==> src/hdl/sbg_pkg.sv <==
// sbg_pkg: shared types, constants and tables of the streebog hash engine
// s-box, linear-map rows, round constants, lps function, controller enums
// no dependencies
package sbg_pkg;

  localparam int ROUNDS_DEF = 12;
  localparam int BLK_W      = 512;
  localparam int TAIL_W     = 6;

  typedef logic [BLK_W-1:0] blk_t;

  typedef enum logic [2:0] {
    ST_IDLE,
    ST_KEY,
    ST_ROUND,
    ST_FOLD,
    ST_OUT
  } ctl_state_t;

  typedef enum logic [1:0] {
    PH_MSG,
    PH_LEN,
    PH_SUM
  } phase_t;

  // controller to datapath
  typedef struct packed {
    logic   load;      // capture input beat, add to counter and sum
    logic   key_init;  // start a compression: key = lps(h ^ salt), st = m ^ key
    logic   round;     // one round of lps on state and key
    logic   fold;      // h ^= st ^ m
    phase_t phase;     // which message the compression works on
    logic   done;      // reload initial values
  } sbg_cmd_t;

  localparam logic [7:0] PI [256] = '{
    8'd252,8'd238,8'd221,8'd17,8'd207,8'd110,8'd49,8'd22,8'd251,8'd196,8'd250,8'd218,
    8'd35,8'd197,8'd4,8'd77,8'd233,8'd119,8'd240,8'd219,8'd147,8'd46,8'd153,8'd186,
    8'd23,8'd54,8'd241,8'd187,8'd20,8'd205,8'd95,8'd193,8'd249,8'd24,8'd101,8'd90,
    8'd226,8'd92,8'd239,8'd33,8'd129,8'd28,8'd60,8'd66,8'd139,8'd1,8'd142,8'd79,
    8'd5,8'd132,8'd2,8'd174,8'd227,8'd106,8'd143,8'd160,8'd6,8'd11,8'd237,8'd152,
    8'd127,8'd212,8'd211,8'd31,8'd235,8'd52,8'd44,8'd81,8'd234,8'd200,8'd72,8'd171,
    8'd242,8'd42,8'd104,8'd162,8'd253,8'd58,8'd206,8'd204,8'd181,8'd112,8'd14,8'd86,
    8'd8,8'd12,8'd118,8'd18,8'd191,8'd114,8'd19,8'd71,8'd156,8'd183,8'd93,8'd135,
    8'd21,8'd161,8'd150,8'd41,8'd16,8'd123,8'd154,8'd199,8'd243,8'd145,8'd120,8'd111,
    8'd157,8'd158,8'd178,8'd177,8'd50,8'd117,8'd25,8'd61,8'd255,8'd53,8'd138,8'd126,
    8'd109,8'd84,8'd198,8'd128,8'd195,8'd189,8'd13,8'd87,8'd223,8'd245,8'd36,8'd169,
    8'd62,8'd168,8'd67,8'd201,8'd215,8'd121,8'd214,8'd246,8'd124,8'd34,8'd185,8'd3,
    8'd224,8'd15,8'd236,8'd222,8'd122,8'd148,8'd176,8'd188,8'd220,8'd232,8'd40,8'd80,
    8'd78,8'd51,8'd10,8'd74,8'd167,8'd151,8'd96,8'd115,8'd30,8'd0,8'd98,8'd68,
    8'd26,8'd184,8'd56,8'd130,8'd100,8'd159,8'd38,8'd65,8'd173,8'd69,8'd70,8'd146,
    8'd39,8'd94,8'd85,8'd47,8'd140,8'd163,8'd165,8'd125,8'd105,8'd213,8'd149,8'd59,
    8'd7,8'd88,8'd179,8'd64,8'd134,8'd172,8'd29,8'd247,8'd48,8'd55,8'd107,8'd228,
    8'd136,8'd217,8'd231,8'd137,8'd225,8'd27,8'd131,8'd73,8'd76,8'd63,8'd248,8'd254,
    8'd141,8'd83,8'd170,8'd144,8'd202,8'd216,8'd133,8'd97,8'd32,8'd113,8'd103,8'd164,
    8'd45,8'd43,8'd9,8'd91,8'd203,8'd155,8'd37,8'd208,8'd190,8'd229,8'd108,8'd82,
    8'd89,8'd166,8'd116,8'd210,8'd230,8'd244,8'd180,8'd192,8'd209,8'd102,8'd175,8'd194,
    8'd57,8'd75,8'd99,8'd182
  };

  localparam logic [63:0] LMAT [64] = '{
    64'h8e20faa72ba0b470,64'h47107ddd9b505a38,64'had08b0e0c3282d1c,64'hd8045870ef14980e,
    64'h6c022c38f90a4c07,64'h3601161cf205268d,64'h1b8e0b0e798c13c8,64'h83478b07b2468764,
    64'ha011d380818e8f40,64'h5086e740ce47c920,64'h2843fd2067adea10,64'h14aff010bdd87508,
    64'h0ad97808d06cb404,64'h05e23c0468365a02,64'h8c711e02341b2d01,64'h46b60f011a83988e,
    64'h90dab52a387ae76f,64'h486dd4151c3dfdb9,64'h24b86a840e90f0d2,64'h125c354207487869,
    64'h092e94218d243cba,64'h8a174a9ec8121e5d,64'h4585254f64090fa0,64'haccc9ca9328a8950,
    64'h9d4df05d5f661451,64'hc0a878a0a1330aa6,64'h60543c50de970553,64'h302a1e286fc58ca7,
    64'h18150f14b9ec46dd,64'h0c84890ad27623e0,64'h0642ca05693b9f70,64'h0321658cba93c138,
    64'h86275df09ce8aaa8,64'h439da0784e745554,64'hafc0503c273aa42a,64'hd960281e9d1d5215,
    64'he230140fc0802984,64'h71180a8960409a42,64'hb60c05ca30204d21,64'h5b068c651810a89e,
    64'h456c34887a3805b9,64'hac361a443d1c8cd2,64'h561b0d22900e4669,64'h2b838811480723ba,
    64'h9bcf4486248d9f5d,64'hc3e9224312c8c1a0,64'heffa11af0964ee50,64'hf97d86d98a327728,
    64'he4fa2054a80b329c,64'h727d102a548b194e,64'h39b008152acb8227,64'h9258048415eb419d,
    64'h492c024284fbaec0,64'haa16012142f35760,64'h550b8e9e21f7a530,64'ha48b474f9ef5dc18,
    64'h70a6a56e2440598e,64'h3853dc371220a247,64'h1ca76e95091051ad,64'h0edd37c48a08a6d8,
    64'h07e095624504536c,64'h8d70c431ac02a736,64'hc83862965601dd1b,64'h641c314b2b8ee083
  };

  localparam logic [511:0] RC [12] = '{
    {64'hb1085bda1ecadae9,64'hebcb2f81c0657c1f,64'h2f6a76432e45d016,64'h714eb88d7585c4fc,
     64'h4b7ce09192676901,64'ha2422a08a460d315,64'h05767436cc744d23,64'hdd806559f2a64507},
    {64'h6fa3b58aa99d2f1a,64'h4fe39d460f70b5d7,64'hf3feea720a232b98,64'h61d55e0f16b50131,
     64'h9ab5176b12d69958,64'h5cb561c2db0aa7ca,64'h55dda21bd7cbcd56,64'he679047021b19bb7},
    {64'hf574dcac2bce2fc7,64'h0a39fc286a3d8435,64'h06f15e5f529c1f8b,64'hf2ea7514b1297b7b,
     64'hd3e20fe490359eb1,64'hc1c93a376062db09,64'hc2b6f443867adb31,64'h991e96f50aba0ab2},
    {64'hef1fdfb3e81566d2,64'hf948e1a05d71e4dd,64'h488e857e335c3c7d,64'h9d721cad685e353f,
     64'ha9d72c82ed03d675,64'hd8b71333935203be,64'h3453eaa193e837f1,64'h220cbebc84e3d12e},
    {64'h4bea6bacad474799,64'h9a3f410c6ca92363,64'h7f151c1f1686104a,64'h359e35d7800fffbd,
     64'hbfcd1747253af5a3,64'hdfff00b723271a16,64'h7a56a27ea9ea63f5,64'h601758fd7c6cfe57},
    {64'hae4faeae1d3ad3d9,64'h6fa4c33b7a3039c0,64'h2d66c4f95142a46c,64'h187f9ab49af08ec6,
     64'hcffaa6b71c9ab7b4,64'h0af21f66c2bec6b6,64'hbf71c57236904f35,64'hfa68407a46647d6e},
    {64'hf4c70e16eeaac5ec,64'h51ac86febf240954,64'h399ec6c7e6bf87c9,64'hd3473e33197a93c9,
     64'h0992abc52d822c37,64'h06476983284a0504,64'h3517454ca23c4af3,64'h8886564d3a14d493},
    {64'h9b1f5b424d93c9a7,64'h03e7aa020c6e4141,64'h4eb7f8719c36de1e,64'h89b4443b4ddbc49a,
     64'hf4892bcb929b0690,64'h69d18d2bd1a5c42f,64'h36acc2355951a8d9,64'ha47f0dd4bf02e71e},
    {64'h378f5a541631229b,64'h944c9ad8ec165fde,64'h3a7d3a1b25894224,64'h3cd955b7e00d0984,
     64'h800a440bdbb2ceb1,64'h7b2b8a9aa6079c54,64'h0e38dc92cb1f2a60,64'h7261445183235adb},
    {64'habbedea680056f52,64'h382ae548b2e4f3f3,64'h8941e71cff8a78db,64'h1fffe18a1b336103,
     64'h9fe76702af69334b,64'h7a1e6c303b7652f4,64'h3698fad1153bb6c3,64'h74b4c7fb98459ced},
    {64'h7bcd9ed0efc889fb,64'h3002c6cd635afe94,64'hd8fa6bbbebab0761,64'h2001802114846679,
     64'h8a1d71efea48b9ca,64'hefbacd1d7d476e98,64'hdea2594ac06fd85d,64'h6bcaa4cd81f32d1b},
    {64'h378ee767f11631ba,64'hd21380b00449b17a,64'hcda43c32bcdf1d77,64'hf82012d430219f9b,
     64'h5d80ef9d1891cc86,64'he71da4aa88e12852,64'hfaf417d5d9b21b99,64'h48bc924af11bd720}
  };

  // substitution, byte transpose and linear map over one 512-bit block
  function automatic blk_t lps(input blk_t x);
    logic [7:0]  b [64];
    logic [63:0] t;
    logic [63:0] r;
    blk_t        y;
    for (int i = 0; i < 64; i++) begin
      b[i] = PI[x[8*i +: 8]];
    end
    for (int w = 0; w < 8; w++) begin
      for (int k = 0; k < 8; k++) begin
        t[8*k +: 8] = b[8*k + w];
      end
      r = '0;
      for (int k = 0; k < 64; k++) begin
        if (t[63-k]) begin
          r = r ^ LMAT[k];
        end
      end
      y[64*w +: 64] = r;
    end
    return y;
  endfunction

endpackage

==> src/hdl/sbg_ctrl.sv <==
// sbg_ctrl: sequencer for message, length and checksum compressions
// depends on sbg_pkg
module sbg_ctrl import sbg_pkg::*; #(
  parameter int ROUNDS = ROUNDS_DEF
) (
  input  logic     clk,
  input  logic     rst,
  input  logic     cfg_we,
  input  logic     in_valid,
  output logic     in_stall,
  input  logic     final_block,
  output logic     out_valid,
  input  logic     out_stall,
  output sbg_cmd_t cmd,
  output logic [$clog2(ROUNDS)-1:0] round_idx
);

  localparam int RW = $clog2(ROUNDS);

  ctl_state_t state, state_next;
  phase_t     phase, phase_next;
  logic [RW-1:0] round_cnt, round_cnt_next;
  logic is_final, is_final_next;

  assign round_idx = round_cnt;

  always_ff @(posedge clk) begin
    if (rst || cfg_we) begin
      state     <= ST_IDLE;
      phase     <= PH_MSG;
      round_cnt <= '0;
      is_final  <= 1'b0;
    end else begin
      state     <= state_next;
      phase     <= phase_next;
      round_cnt <= round_cnt_next;
      is_final  <= is_final_next;
    end
  end

  always_comb begin
    state_next     = state;
    phase_next     = phase;
    round_cnt_next = round_cnt;
    is_final_next  = is_final;
    cmd            = '0;
    cmd.phase      = phase;
    in_stall       = 1'b1;
    out_valid      = 1'b0;
    case (state)
      ST_IDLE: begin
        in_stall = 1'b0;
        if (in_valid) begin
          cmd.load      = 1'b1;
          is_final_next = final_block;
          phase_next    = PH_MSG;
          state_next    = ST_KEY;
        end
      end
      ST_KEY: begin
        cmd.key_init   = 1'b1;
        round_cnt_next = '0;
        state_next     = ST_ROUND;
      end
      ST_ROUND: begin
        cmd.round = 1'b1;
        if (round_cnt == RW'(ROUNDS-1)) begin
          state_next = ST_FOLD;
        end else begin
          round_cnt_next = round_cnt + 1'b1;
        end
      end
      ST_FOLD: begin
        cmd.fold = 1'b1;
        if (!is_final) begin
          state_next = ST_IDLE;
        end else begin
          case (phase)
            PH_MSG: begin
              phase_next = PH_LEN;
              state_next = ST_KEY;
            end
            PH_LEN: begin
              phase_next = PH_SUM;
              state_next = ST_KEY;
            end
            default: state_next = ST_OUT;
          endcase
        end
      end
      ST_OUT: begin
        out_valid = 1'b1;
        if (!out_stall) begin
          cmd.done   = 1'b1;
          state_next = ST_IDLE;
        end
      end
      default: state_next = ST_IDLE;
    endcase
  end

  a_out_only_final: assert property (@(posedge clk) disable iff (rst)
    out_valid |-> is_final && phase == PH_SUM)
    else $error("digest shown without final block");
  a_round_bound: assert property (@(posedge clk) disable iff (rst)
    state == ST_ROUND |-> round_cnt < RW'(ROUNDS))
    else $error("round counter past last round");
  a_fold_after_round: assert property (@(posedge clk) disable iff (rst || cfg_we)
    state == ST_FOLD |-> $past(state) == ST_ROUND)
    else $error("fold without rounds");

endmodule

==> config.mk <==
export PLATFORM = sky130hd
export DESIGN_NAME = sbg_ctrl
export DESIGN_NICKNAME = d
export VERILOG_FILES = /design/src/hdl/sbg_pkg.sv /design/src/hdl/sbg_ctrl.sv
export SDC_FILE = /design/constraint.sdc
export NUM_CORES = 1
export LEC_CHECK = 0
export BUFFER_PORTS_ARGS = -buffer_cell sky130_fd_sc_hd__buf_2
export CORE_MARGIN = 2
export CORE_UTILIZATION = 42
export DETAILED_ROUTE_END_ITERATION = 6
export GPL_TIMING_DRIVEN = 0
export PLACE_DENSITY = 0.74
export SLEW_MARGIN = 20
export SYNTH_ARGS = -nofsm -noshare
export SYNTH_HDL_FRONTEND = slang
export SYNTH_SLANG_ARGS = --single-unit
==> constraint.sdc <==
create_clock -name clk -period 1.3 [get_ports clk]
set_input_delay 0 -clock clk [delete_from_list [all_inputs] [get_ports clk]]
set_output_delay 0 -clock clk [all_outputs]
set_load 0.02 [all_outputs]
==> results.txt <==
----------------------------------------------------
[Run status]
  Status ... finished, violations left
  Failing checks ... setup timing

[Global route]
  Via count of the first global-routing pass ... approximately 530
  Global-route wire length before repair ... 2400 um
  Grt ovf ... 0
  Initial antenna violation count ... 0
  Maximum number of pins on one net before global-route repair ... 11
  GR Util All Layers ... 0.222

[Route]
  Overall via count from detail_route ... 650
  Count of TritonRoute iterations in the first routing pass ... 4
  Met1 layer wirelength in the final routing ... roughly 740 um
  Detail Route Antenna Nets ... 0
  Detailed-route wire length per cell ... roughly 15 um
  Highest metal layer with signal wires ... met4
  Vias per cell ... 5.60
  Initial DRC count ... 24
  Post-route DRC ... 0
  WL met2 ... about 910 um
  Met3 wirelength from detailed routing ... 102 um
  Total wire length ... 1760 um

[Clock tree]
  Clock buffer count from CTS ... 3
  Deepest clock path buffer count ... 2
  Clock Pin Slew Worst Setup and Hold Paths ... 80 ps
  Worst-skew pair later-pin latency ... 270 ps
  CTS root buf ... sky130_fd_sc_hd__clkbuf_4
  CTS tree ... done
  CTS sink count ... 10
  H-tree levels ... 1

[Critical path]
  Critical-path maximum fanout ... 6
  Arrival time of the worst setup path ... between 1500 and 2000 ps
  Worst-path cell chain ... or3b_2 -> a21oi_4 -> mux2i_1
  Required time of the critical path ... between 1000 and 1500 ps
  Element type at the critical path start ... register
  Critical Path Sink Type ... register
  Worst setup path category ... register to register
  Reg-to-reg setup timing slack ... -40 ps
  Slowest stage cell on the critical path ... sky130_fd_sc_hd__or3b_2
  Slowest cell delay on critical path ... between 500 and 600 ps

[Power and ir drop]
  Combinational share of power ... 0.182
  Sequential power share ... 0.467
  Largest vdd supply drop ... just under 500 uV
  Switching Fraction ... 0.268
  Leakage Power ... approximately 0.39 nW
  Power density cells ... between 600 and 700 nW/um^2
  Net switching power ... between 150 and 200 uW
  Power Total ... around 660 uW
  Share of total power in the clock network ... 0.351
  Internal cell power ... just under 500 uW

[Timing]
  Setup-violating endpoint count in the final report ... 5
  Tmin final ... ~1300 ps
  Achievable Freq ... 745 MHz
  Worst hold margin ... between 40 and 50 ps
  Remaining max-slew budget at the tightest pin ... 0.633
  Skew final ... roughly 11 ps
  Final hold violation count ... 0
  Final worst setup slack ... -42.3 ps
  Tightest Pin Transition ... 548 ps
  Number of pins exceeding their max-slew limit in the final report ... 0
  Tcrit/Tclk final ... 1.03
  Unrepaired setup endpoints after global routing ... yes

[Finish]
  Share of cells above drive strength 1 ... 0.554
  Most common cell after layout, fill and taps aside ... sky130_fd_sc_hd__buf_2
  Leading cell types in the layout, fill and taps excluded ... 13 x sky130_fd_sc_hd__buf_2, 9 x sky130_fd_sc_hd__buf_4, 8 x sky130_fd_sc_hd__buf_6
  Final core utilization ... 0.729
  Layout net count ... approximately 110
  # diodes ... 0
  Layout overhead on the synthesized area ... 62.0%

[Synthesis]
  Largest family of logic cells by synthesized area ... simple AND/OR/NAND/NOR gates
  Yosys top cell by area ... sky130_fd_sc_hd__dfxtp_1
  Post-synthesis sequential area ratio ... 0.342
  Cells after synthesis ... roughly 70
  Cell variety after synth ... 31
  Proportion of netlist area held by the largest area contributor ... 0.342
  Xor and xnor area share after synthesis ... 0.0150
  Average cell area after synthesis ... 8.49 um^2
  Area contributors post-synth ... sky130_fd_sc_hd__dfxtp_1 34%, sky130_fd_sc_hd__mux2i_1 8.5%, sky130_fd_sc_hd__nand3_1 5.1%, sky130_fd_sc_hd__nand2_1 4.5%, sky130_fd_sc_hd__nand4b_1 3.0%
  Async set-or-reset flop fraction in the synthesized netlist ... 0
  Multiplexer share of the synthesized area ... 0.0855
  Share of the synthesized area in compound gates (AO/OA/AOI/OAI) ... 0.118
  Cell area after synthesis ... 586 um^2
  Net count of the mapped netlist ... 76
  Synthesis Warnings ... 0
  Adder-cell share of the synthesized area ... 0.0214
  Post-synthesis sequential element count ... 10
  Number of synthesized flops with an enable pin ... 0
  Post-synthesis share of cell area spent on and, or, nand and nor gates ... 0.376
  Predominant post-synthesis flop cell ... sky130_fd_sc_hd__dfxtp_1

[Die]
  Starting Density ... 0.450
  Die Ht ... ~41 um
  Die boundary width ... about 41 um
  Top-level port count ... 19
  Site row count ... 13
  Full die area ... 1710 um^2
  Area of the core region ... 1300 um^2

[Placement]
  Placer Congestion ... around 0.79
  Number of buffers added on ports ... 18

[Hold path]
  Hold WC Path Type ... input pin to register

[Job]
  Maximum Capacitance Violations ... 0

----------------------------------------------------
path summary, 6_finish.rpt:
check            start       end  cells after the start
max           state[1]  phase[0]                      3
min          out_stall  state[2]                      3
max reg2reg   state[1]  phase[0]                      3
min reg2reg   phase[0]  phase[0]                      2
stage by stage:
| stage | setup TNS (ps) | setup WS, ps | cells | cell area, um^2 |
|---|---|---|---|---|
| finish | -146 | -42.3 | 116 | 948 |
| global route | -462 | -89.5 | 116 | 948 |
| CTS | -69.3 | -28.6 | 111 | 846 |
| detailed placement | -277 | -75.2 | 102 | 731 |
| global placement | -239 | -66.2 | 102 | 731 |
| floorplan | -61.0 | -31.8 | 69 | 622 |
synth_stat cells, drive strengths merged (2+ instances only):
| library cell | instances |
|---|---|
| o21ai | 2 |
| clkbuf | 2 |
| nand2b | 2 |
| nand3b | 2 |
| inv | 2 |
| nand4b | 2 |
| nor4b | 2 |
| nand3 | 6 |
| nand2 | 7 |
| and2 | 2 |
| mux2i | 5 |
| buf | 2 |
| nor3b | 2 |
| nor2 | 3 |
| or3b | 2 |
| dfxtp | 10 |
| a21oi | 3 |
timing repair:
action,CTS,global route
pin swaps,2,2
hold buffers,1,0
hold endpoints to repair,1,0
endpoints found under the setup margin,11,12
cloned,0,1
buffers inserted,4,4
gates resized for setup,18,18
power groups by stage:
| stage | Clock [mW] | Sequential, mW | Combinational [mW] |
|---|---|---|---|
| after floorplan | 0 | 0.317 | 0.0555 |
| after detailed placement | 0 | 0.317 | 0.0782 |
| after global placement | 0 | 0.317 | 0.0766 |
| final | 0.233 | 0.310 | 0.121 |
| after global routing | 0.255 | 0.310 | 0.127 |
| after CTS | 0.234 | 0.309 | 0.0996 |
critical path, delay by kind of cell (launching register included):
kind             cells  cell delay (ps)
flip-flops           1              380
multiplexers         1              200
AND/OR/NAND/NOR      1              520
AO/OA/AOI/OAI        1              170
routing by layer:
layer,track usage,up-vias
met3,0.0479,2
met5,0,-
met1,0.304,307
met2,0.332,26
li1,-,315
met4,0.0968,0
layout make-up:
class,instances,area (um^2)
Tap cell,15,18.8
Fill cell,97,353
Clock buffer,4,26.3
Sequential cell,10,214
Timing Repair Buffer,28,199
Buffer,4,37.5
Multi-Input combinational cell,53,445
Inverter,2,7.51
state kept, by name (all words and copies together) (netlist names):
signal,count
round_idx,4
phase,2
state,3
is_final,1
logic make-up after synthesis:
logic type	count (synthesis)
buf+inv	6
flops	10
fa+ha+maj	1
mux	5
simple gates	36
xor+xnor	1
compound gates	10
(Power assumes the default switching activity.)
